$ cat src/design/tsc_pkg.sv
// Shared constants, codes and item types of the triggered sample capture block.
package tsc_pkg;

  localparam int BUFFER_WORDS     = 65536;
  localparam int FULL_MAX_SAMPLES = 2000;
  localparam int LONG_MAX_SAMPLES = 20000;

  localparam int BUF_AW      = $clog2(BUFFER_WORDS);
  localparam int SAMPLE_W    = 16;
  localparam int WADDR_W     = SAMPLE_W + 3;
  localparam int FULL_WORDS  = 7;
  localparam int LONG_WORDS  = 2;
  localparam int TRIG_THRESHOLD = 65;
  localparam int SCALE_STD   = 1000;
  localparam int SCALE_ACC   = 100;
  localparam int PROD_W      = 43;

  localparam logic [1:0] ACT_TICK  = 2'd0;
  localparam logic [1:0] ACT_ARM   = 2'd1;
  localparam logic [1:0] ACT_ABORT = 2'd2;
  localparam logic [1:0] ACT_READ  = 2'd3;

  localparam logic [1:0] CFG_TRIGGER_MODE = 2'd0;
  localparam logic [1:0] CFG_LONG_MODE    = 2'd1;
  localparam logic [1:0] CFG_SAMPLE_LIMIT = 2'd2;

  localparam logic [1:0] TRIG_IMMEDIATE = 2'd0;
  localparam logic [1:0] TRIG_REF_POS   = 2'd1;

  localparam logic [1:0] STAT_IDLE   = 2'd0;
  localparam logic [1:0] STAT_ACTIVE = 2'd1;
  localparam logic [1:0] STAT_DONE   = 2'd2;

  typedef enum logic [3:0] {
    PH_IDLE = 4'b0001,
    PH_WAIT = 4'b0010,
    PH_CAPT = 4'b0100,
    PH_DONE = 4'b1000
  } phase_t;

  typedef struct packed {
    logic [1:0]         action;
    logic signed [31:0] ref_position;
    logic signed [31:0] position;
    logic signed [31:0] ref_velocity;
    logic signed [31:0] velocity;
    logic signed [31:0] ref_acceleration;
    logic signed [31:0] voltage;
    logic signed [31:0] motor_current;
    logic [15:0]        read_address;
  } in_item_t;

  typedef struct packed {
    logic [15:0] read_data;
    logic [1:0]  capture_status;
    logic [15:0] sample_count;
  } out_item_t;

  typedef struct packed {
    logic              en;
    logic [BUF_AW-1:0] addr;
    logic [15:0]       data;
  } wr_req_t;

  typedef struct packed {
    logic seq_busy;
    logic busy;
  } wr_stat_t;

endpackage

$ cat src/design/tsc_wr.sv
// Write sequencer that scales one captured sample and stores its words one per cycle.
module tsc_wr (
  input  logic              clk,
  input  logic              rst_n,
  input  logic              start,
  input  logic              long_sel,
  input  logic [15:0]       sample_idx,
  input  tsc_pkg::in_item_t sample,
  output tsc_pkg::wr_req_t  wr,
  output tsc_pkg::wr_stat_t stat
);
  import tsc_pkg::*;

  in_item_t                  smp_r;
  logic                      long_r;
  logic [2:0]                cnt_r;
  logic [2:0]                wsel_r;
  logic [WADDR_W-1:0]        addr_r;
  logic                      pvalid_r;
  logic [WADDR_W-1:0]        paddr_r;
  logic signed [PROD_W-1:0]  prod_r;

  logic [WADDR_W-1:0]        base;
  logic signed [31:0]        chan;
  logic signed [10:0]        scl;
  logic signed [PROD_W-1:0]  prod_nxt;
  logic signed [PROD_W-1:0]  adj;
  logic signed [PROD_W-1:0]  q;

  assign base = long_sel ? WADDR_W'({sample_idx, 1'b0})
                         : WADDR_W'({sample_idx, 3'b000}) - WADDR_W'(sample_idx);

  always_comb begin
    chan = smp_r.voltage;
    if (long_r) begin
      chan = (wsel_r == 3'd0) ? smp_r.voltage : smp_r.velocity;
    end else begin
      case (wsel_r)
        3'd0:    chan = smp_r.ref_position;
        3'd1:    chan = smp_r.position;
        3'd2:    chan = smp_r.ref_velocity;
        3'd3:    chan = smp_r.velocity;
        3'd4:    chan = smp_r.ref_acceleration;
        3'd5:    chan = smp_r.voltage;
        3'd6:    chan = smp_r.motor_current;
        default: chan = smp_r.voltage;
      endcase
    end
    scl = (!long_r && wsel_r == 3'd4) ? $signed(11'(SCALE_ACC)) : $signed(11'(SCALE_STD));
    prod_nxt = chan * scl;
  end

  always_ff @(posedge clk) begin
    if (!rst_n) begin
      cnt_r    <= '0;
      pvalid_r <= 1'b0;
    end else begin
      pvalid_r <= (cnt_r != 3'd0);
      if (start) begin
        cnt_r <= long_sel ? 3'(LONG_WORDS) : 3'(FULL_WORDS);
      end else if (cnt_r != 3'd0) begin
        cnt_r <= cnt_r - 3'd1;
      end
    end
  end

  always_ff @(posedge clk) begin
    if (start) begin
      smp_r  <= sample;
      long_r <= long_sel;
      wsel_r <= '0;
      addr_r <= base;
    end else if (cnt_r != 3'd0) begin
      wsel_r <= wsel_r + 3'd1;
      addr_r <= addr_r + WADDR_W'(1);
    end
    prod_r  <= prod_nxt;
    paddr_r <= addr_r;
  end

  // Shift with truncation toward zero, then clamp to the int16 range.
  always_comb begin
    adj = prod_r + (prod_r[PROD_W-1] ? PROD_W'(65535) : PROD_W'(0));
    q   = adj >>> 16;
    wr.en   = pvalid_r && (paddr_r < WADDR_W'(BUFFER_WORDS));
    wr.addr = paddr_r[BUF_AW-1:0];
    if (q > PROD_W'(32767)) begin
      wr.data = 16'h7FFF;
    end else if (q < -PROD_W'(32768)) begin
      wr.data = 16'h8000;
    end else begin
      wr.data = q[15:0];
    end
  end

  assign stat.seq_busy = (cnt_r != 3'd0);
  assign stat.busy     = (cnt_r != 3'd0) || pvalid_r;

endmodule

$ cat config.mk
export PLATFORM = sky130hd
export DESIGN_NAME = tsc_wr
export DESIGN_NICKNAME = d
export VERILOG_FILES = /design/src/design/tsc_pkg.sv /design/src/design/tsc_wr.sv
export SDC_FILE = /design/constraint.sdc
export NUM_CORES = 1
export LEC_CHECK = 0
export ABC_AREA = 1
export BUFFER_PORTS_ARGS = -buffer_cell sky130_fd_sc_hd__buf_2
export CAP_MARGIN = 20
export CELL_PAD_IN_SITES_DETAIL_PLACEMENT = 0
export CELL_PAD_IN_SITES_GLOBAL_PLACEMENT = 1
export CORE_MARGIN = 4
export CORE_UTILIZATION = 49
export CTS_BUF_LIST = sky130_fd_sc_hd__clkbuf_16
export DETAILED_ROUTE_END_ITERATION = 8
export PLACE_DENSITY = 0.84
export REMOVE_ABC_BUFFERS = 1
export SYNTH_ARGS = -nofsm -noshare
export SYNTH_HDL_FRONTEND = slang
export SYNTH_SLANG_ARGS = --single-unit
$ cat constraint.sdc
create_clock -name clk -period 15.3 [get_ports clk]
set_clock_uncertainty 0.15 [all_clocks]
set_input_delay 3.06 -clock clk [delete_from_list [all_inputs] [get_ports clk]]
set_output_delay 3.06 -clock clk [all_outputs]
set_load 0.005 [all_outputs]
== Word-level counts from Yosys, hierarchy flattened ==
Index checks and enable logic that the tools add are counted.

* $lt $le $gt $ge: 3
* $add $sub $neg: 5
* Bitwise operators: 0
* Reduce and logical (&&, ||, !) cells: 7
* Muxes and demuxes: 13
* Div/mod/pow operators: 0
* Equality and inequality tests: 5
* Multipliers: 1
* Shifts and indexed selects: 0

{| class="wikitable"
|+ Operators by type and width
! cell !! number
|-
| $pmux 32 s6 || 1
|-
| $mux 32 || 2
|-
| $mux 19 || 3
|-
| $mux 16 || 3
|-
| $add 43x17->43 || 1
|-
| $mul 32x11->43 || 1
|-
| $gt 27x16->1 const B || 1
|-
| $lt 27x16->1 const B || 1
|-
| $add 19x1->19 const B || 1
|-
| $lt 19x17->1 const B || 1
|-
| $sub 19x16->19 || 1
|-
| $mux 10 || 1
|-
| $mux 3 || 3
|-
| $eq 3x2->1 const B || 2
|-
| $eq 3x3->1 const B || 2
|-
| $add 3x1->3 const B || 1
|-
| $eq 3x1->1 const B || 1
|-
| $logic_not 3->1 || 1
|-
| $reduce_bool 3->1 || 1
|-
| $sub 3x1->3 const B || 1
|-
| $logic_and 1x1->1 || 2
|-
| $reduce_bool 2->1 || 1
|-
| $logic_not 1->1 || 1
|-
| $logic_or 1x1->1 || 1
|}

* Memory bits (writable): 0
* Word-level logic and storage cells: 48
* Bits in registers: 313
* Latch bits: 0
* Memories: 0
* Bits in read-only memories: 0
* Output and inout port bits: 35
* Bits of input ports: 262

== Logic depth before layout (Yosys ltp) ==
* Depth in word-level cells: 5
* Depth in mapped cells: 36
* Gate-level depth less buffers: 36

== Least setup slack after synthesis ==
OpenSTA, ideal clock, no wires.

* Kind: reg-to-reg
* Start point: reg wsel_r[0]
* End point: reg prod_r[42]
* Cell stages (with the launch flop): 27
* Path slack: 9.391 ns
* Clock period less this slack: 5.909 ns
* Path buffers: 2
* Library setup time: 0.112 ns
* Data arrival time: 5.646 ns
* Required time: 15.038 ns
* Cells stage by stage: dfxtp_1 inv_1 ha_1 nand2_1 inv_2 buf_4 buf_2 a221oi_1 nand4_1 a31oi_2 nor2_1 fa_1 fa_1 fa_1 inv_1 fa_1 inv_1 ha_1 ha_1 nand2_1 nor2_1 inv_1 nor4_1 nand4_1 nand3_1 nand3b_1 nand2_1

* Longest elaborated chain between the ends: 4
* Elaborated cells on any way between the ends: 12
* Classes of those cells: mul (1); eq/ne (5); mux (4); reduce/logical (2)

{| class="wikitable"
|+ Ends and longest elaborated chain
! element !! RTL line !! source
|-
| start, declared || tsc_wr.sv:17 || <nowiki>logic [2:0] wsel_r;</nowiki>
|-
| start signal, assigned || tsc_wr.sv:74 || <nowiki>wsel_r <= wsel_r + 3'd1;</nowiki>
|-
| $eq 3x3->1 (tied with other cells) || tsc_wr.sv:38 || <nowiki>case (wsel_r)</nowiki>
|-
| $pmux 32 s6 (tied with other cells) || tsc_wr.sv:38 ||
|-
| $mux 32 or $mux 10 (tied branches) || tsc_wr.sv:35, tsc_wr.sv:49 ||
|-
| $mul 32x11->43 (*) || tsc_wr.sv:50 || <nowiki>prod_nxt = chan * scl;</nowiki>
|-
| via prod_nxt[42] || tsc_wr.sv:26 || <nowiki>logic signed [PROD_W-1:0] prod_nxt;</nowiki>
|-
| end signal, assigned || tsc_wr.sv:77 || <nowiki>prod_r <= prod_nxt;</nowiki>
|-
| end, declared || tsc_wr.sv:21 || <nowiki>logic signed [PROD_W-1:0] prod_r;</nowiki>
|}

Mark *: on every way through the listed nets, which the timed path passes. The rest lies on a longest branch.
A chain may end at the register's enable or synchronous reset.

== Worst setup path after layout ==
* Start point: reg wsel_r[0]
* End point: reg prod_r[37]

Same word-level chain as after synthesis.

==> impl_metrics.toml <==
[clock_network]
numClockSinks = 311
cts_buffers = 31
cts_resized = 0
htreeDepth = 1
post_cts_buffers = 0
tritoncts = "built"
clock_latency_ns = 0.60
cts.hold.buffers_added = 0
cts-root-buf = "clkbuf_16"
cts.clk_slew.worst_paths_ns = 0.06
cts_buffer_depth = 3

[worst_setup_path]
cp_max_fo = 46
crit_type = "flop to flop"
timing.critical_path.mode_cell = "nand2_1"
arrival_ns = 7.84
crit_required_ns = 15.63
r2r_end = "prod_r[37]$_DFF_P_"
crit_slowest_cell = "buf_4"
cpPeakStageDelay_ns = 0.57
endpoint_kind = "flop"
cp-start-kind = "flop"
worstReg2RegStart = "wsel_r[0]$_SDFFE_PP0P_"
rr_worst_depth = 34
r2r_slack_ns = 7.79

[yosys]
synth.avg_cell_area_um2 = 9.18
synth_edf_count = 244
synth.distinct_cells = 56
yosys.area_share.simple = 0.175
synth_top_family_by_area = "adder cells"
synth_seq_cells = 311
ys.flop_type = "edfxtp_1"
yosysMostFrequentCell = "nand2_1"
synth.largest_area_cell = "edfxtp_1"
synth_xor_area_frac = 0.0255
synth.cell_area_um2 = 22000
seq_area_frac_synth = 0.395
synth_top_area_share = 0.334
syn_inst = 2391
synthTopCellsByArea = "edfxtp_1 33%, fa_1 14%, nand2_1 9.3%"
synth.mux.area_fraction = 0
ys.warnings.count = 0
synth_compound_area_frac = 0.0936
async_flop_share = 0
synthAdderAreaFrac = 0.225
yosys-top-cells-count = "542 x nand2_1, 388 x inv_1, 244 x edfxtp_1"

[run]
drv_cap = 0

[sta]
fin_crit_sh = 0.491
worst_pin_slew_ns = 1.07
hold_violations = 0
rsz0062_at_grt = "no"
fmax_ghz = 0.133
tns_ns = 0
relSlewSlack = 0.287
period_needed_ns = 7.51
slew_viol_final = 0
finalSetupViolCount = 0

[global_routing]
antenna_found_initial = 9
gr-total-overflow = 0
grt_max_degree = 110
grtUsageTotal = 0.237
grt_pass1_wl_mm = 90.2
grt_pass1_vias = 17500

[floorplan]
ios = 297
coreArea_um2 = 44200
initial_core_util = 0.497
die_w_um = 220
die_area_um2 = 48300
rows = 77
die_y_um = 220

[detailed_routing]
routed_wl_mm = 57.0
drt_iter0_drc = 1095
dr_total_vias = 17000
detail-route-antenna-nets = 0
via_per_inst = 5.17
dr.pass1.iters = 5
wl_per_cell_um = 17.3
drc = 0

[placed_design]
numPortBuffers = 278
post-dp-hpwl_mm = 45.1
gp_congestion = 0.906

[layout]
drive_gt1_frac = 0.144
area_growth_pct = 13.3
nets = 3234
n_fill_cell = 3965
final_util = 0.563

[min_path]
hold_class = "flop to flop"
hold_start = "addr_r[17]$_DFFE_PP_"
min_delay_path_depth = 0
hold-path-endpoint = "paddr_r[17]$_DFF_P_"

[outcome]
status = "completed"
## cell families (layout without fill, tap and decap cells)
logic type                 after synthesis  after routing
xor gates and xnor gates                64             64
and+or+nand+nor                        907            907
other                                    2             35
buffers and inverters                  464            740
adders and majority gates              300            300
DFF                                    311            311
AOI/OAI and AO/OA                      343            343
## layer usage
layer,GRT usage,share of wire,up-vias
met2,0.400,0.47,489
li1,-,-,8396
met1,0.312,0.44,8000
met4,0.0745,0.032,12
met5,0,0.0013,-
met3,0.0423,0.061,121
## registers in the layout, indices dropped and copies added, names as in the netlist
| register | count |
|---|---|
| long_r | 1 |
| addr_r | 19 |
| smp_r | 224 |
| paddr_r | 19 |
| wsel_r | 3 |
| cnt_r | 3 |
| prod_r | 41 |
| pvalid_r | 1 |
## through the flow
stage	area [µm²]	worst slack [ns]	hold slack (ns)	std cells
after floorplan	21700	8.34	0.198	2351
after global placement	23900	7.86	0.206	3230
after detailed placement	23900	7.75	0.205	3230
after CTS	24800	7.72	0.224	3286
after global routing	24900	7.17	0.249	3290
final	24900	7.79	0.221	3292
## cell usage in the layout (no fill, tap or decap), types with 7 or more instances in the layout
| master | Yosys | routed |
|---|---|---|
| ha_1 | 143 | 143 |
| a31oi_1 | 16 | 16 |
| inv_1 | 388 | 395 |
| dfxtp_1 | 67 | 67 |
| nor3_1 | 13 | 13 |
| buf_4 | 19 | 9 |
| xor2_1 | 48 | 48 |
| xnor2_1 | 16 | 16 |
| nor2_1 | 161 | 160 |
| edfxtp_1 | 244 | 244 |
| or2_2 | 13 | 13 |
| o21ai_1 | 10 | 10 |
| clkbuf_16 | 0 | 31 |
| nand2_1 | 542 | 542 |
| o21ai_0 | 117 | 117 |
| o211ai_1 | 25 | 25 |
| nor2_2 | 7 | 8 |
| fa_1 | 157 | 157 |
| nand2_2 | 12 | 12 |
| buf_2 | 15 | 277 |
| conb_1 | 2 | 30 |
| o21a_1 | 8 | 8 |
| clkinv_2 | 0 | 7 |
| inv_2 | 7 | 7 |
| nand3_1 | 97 | 97 |
| nand4_1 | 37 | 37 |
| a21oi_1 | 97 | 97 |
| a221oi_1 | 21 | 21 |
| a21o_1 | 14 | 14 |
## layout make-up
| cell class | count | area (µm²) | area share |
|---|---|---|---|
| Tap cell | 592 | 741 | 0.0298 |
| Sequential cell | 311 | 8670 | 0.348 |
| Clock inverter | 25 | 193 | 0.00775 |
| Antenna cell | 5 | 12.5 | 0.000503 |
| Multi-Input combinational cell | 1644 | 11500 | 0.462 |
| Clock buffer | 31 | 776 | 0.0312 |
| Inverter | 396 | 1490 | 0.0597 |
| Timing Repair Buffer | 288 | 1500 | 0.0602 |
## critical path: cells and delay by family (launching register included)
kind | cells | cell delay, ns
flops | 1 | 0.35
compound gates | 6 | 0.97
buf+inv | 7 | 1.31
fa+ha+maj | 7 | 2.53
xor+xnor | 1 | 0.15
simple gates | 13 | 1.90
## how the worst max path moves through the flow
stage	start	end	slack [ns]
floorplan	long_r$_DFFE_PP_	prod_r[29]$_DFF_P_	8.34
global placement	wsel_r[0]$_SDFFE_PP0P_	prod_r[37]$_DFF_P_	7.86
detailed placement	wsel_r[0]$_SDFFE_PP0P_	prod_r[37]$_DFF_P_	7.75
CTS	wsel_r[0]$_SDFFE_PP0P_	prod_r[37]$_DFF_P_	7.72
global route	wsel_r[0]$_SDFFE_PP0P_	prod_r[37]$_DFF_P_	7.17
finish	wsel_r[0]$_SDFFE_PP0P_	prod_r[37]$_DFF_P_	7.79
Power is left out: the tool's default activity adds up to more than one toggle a clock period on the data nets, which glitch-free logic cannot reach.
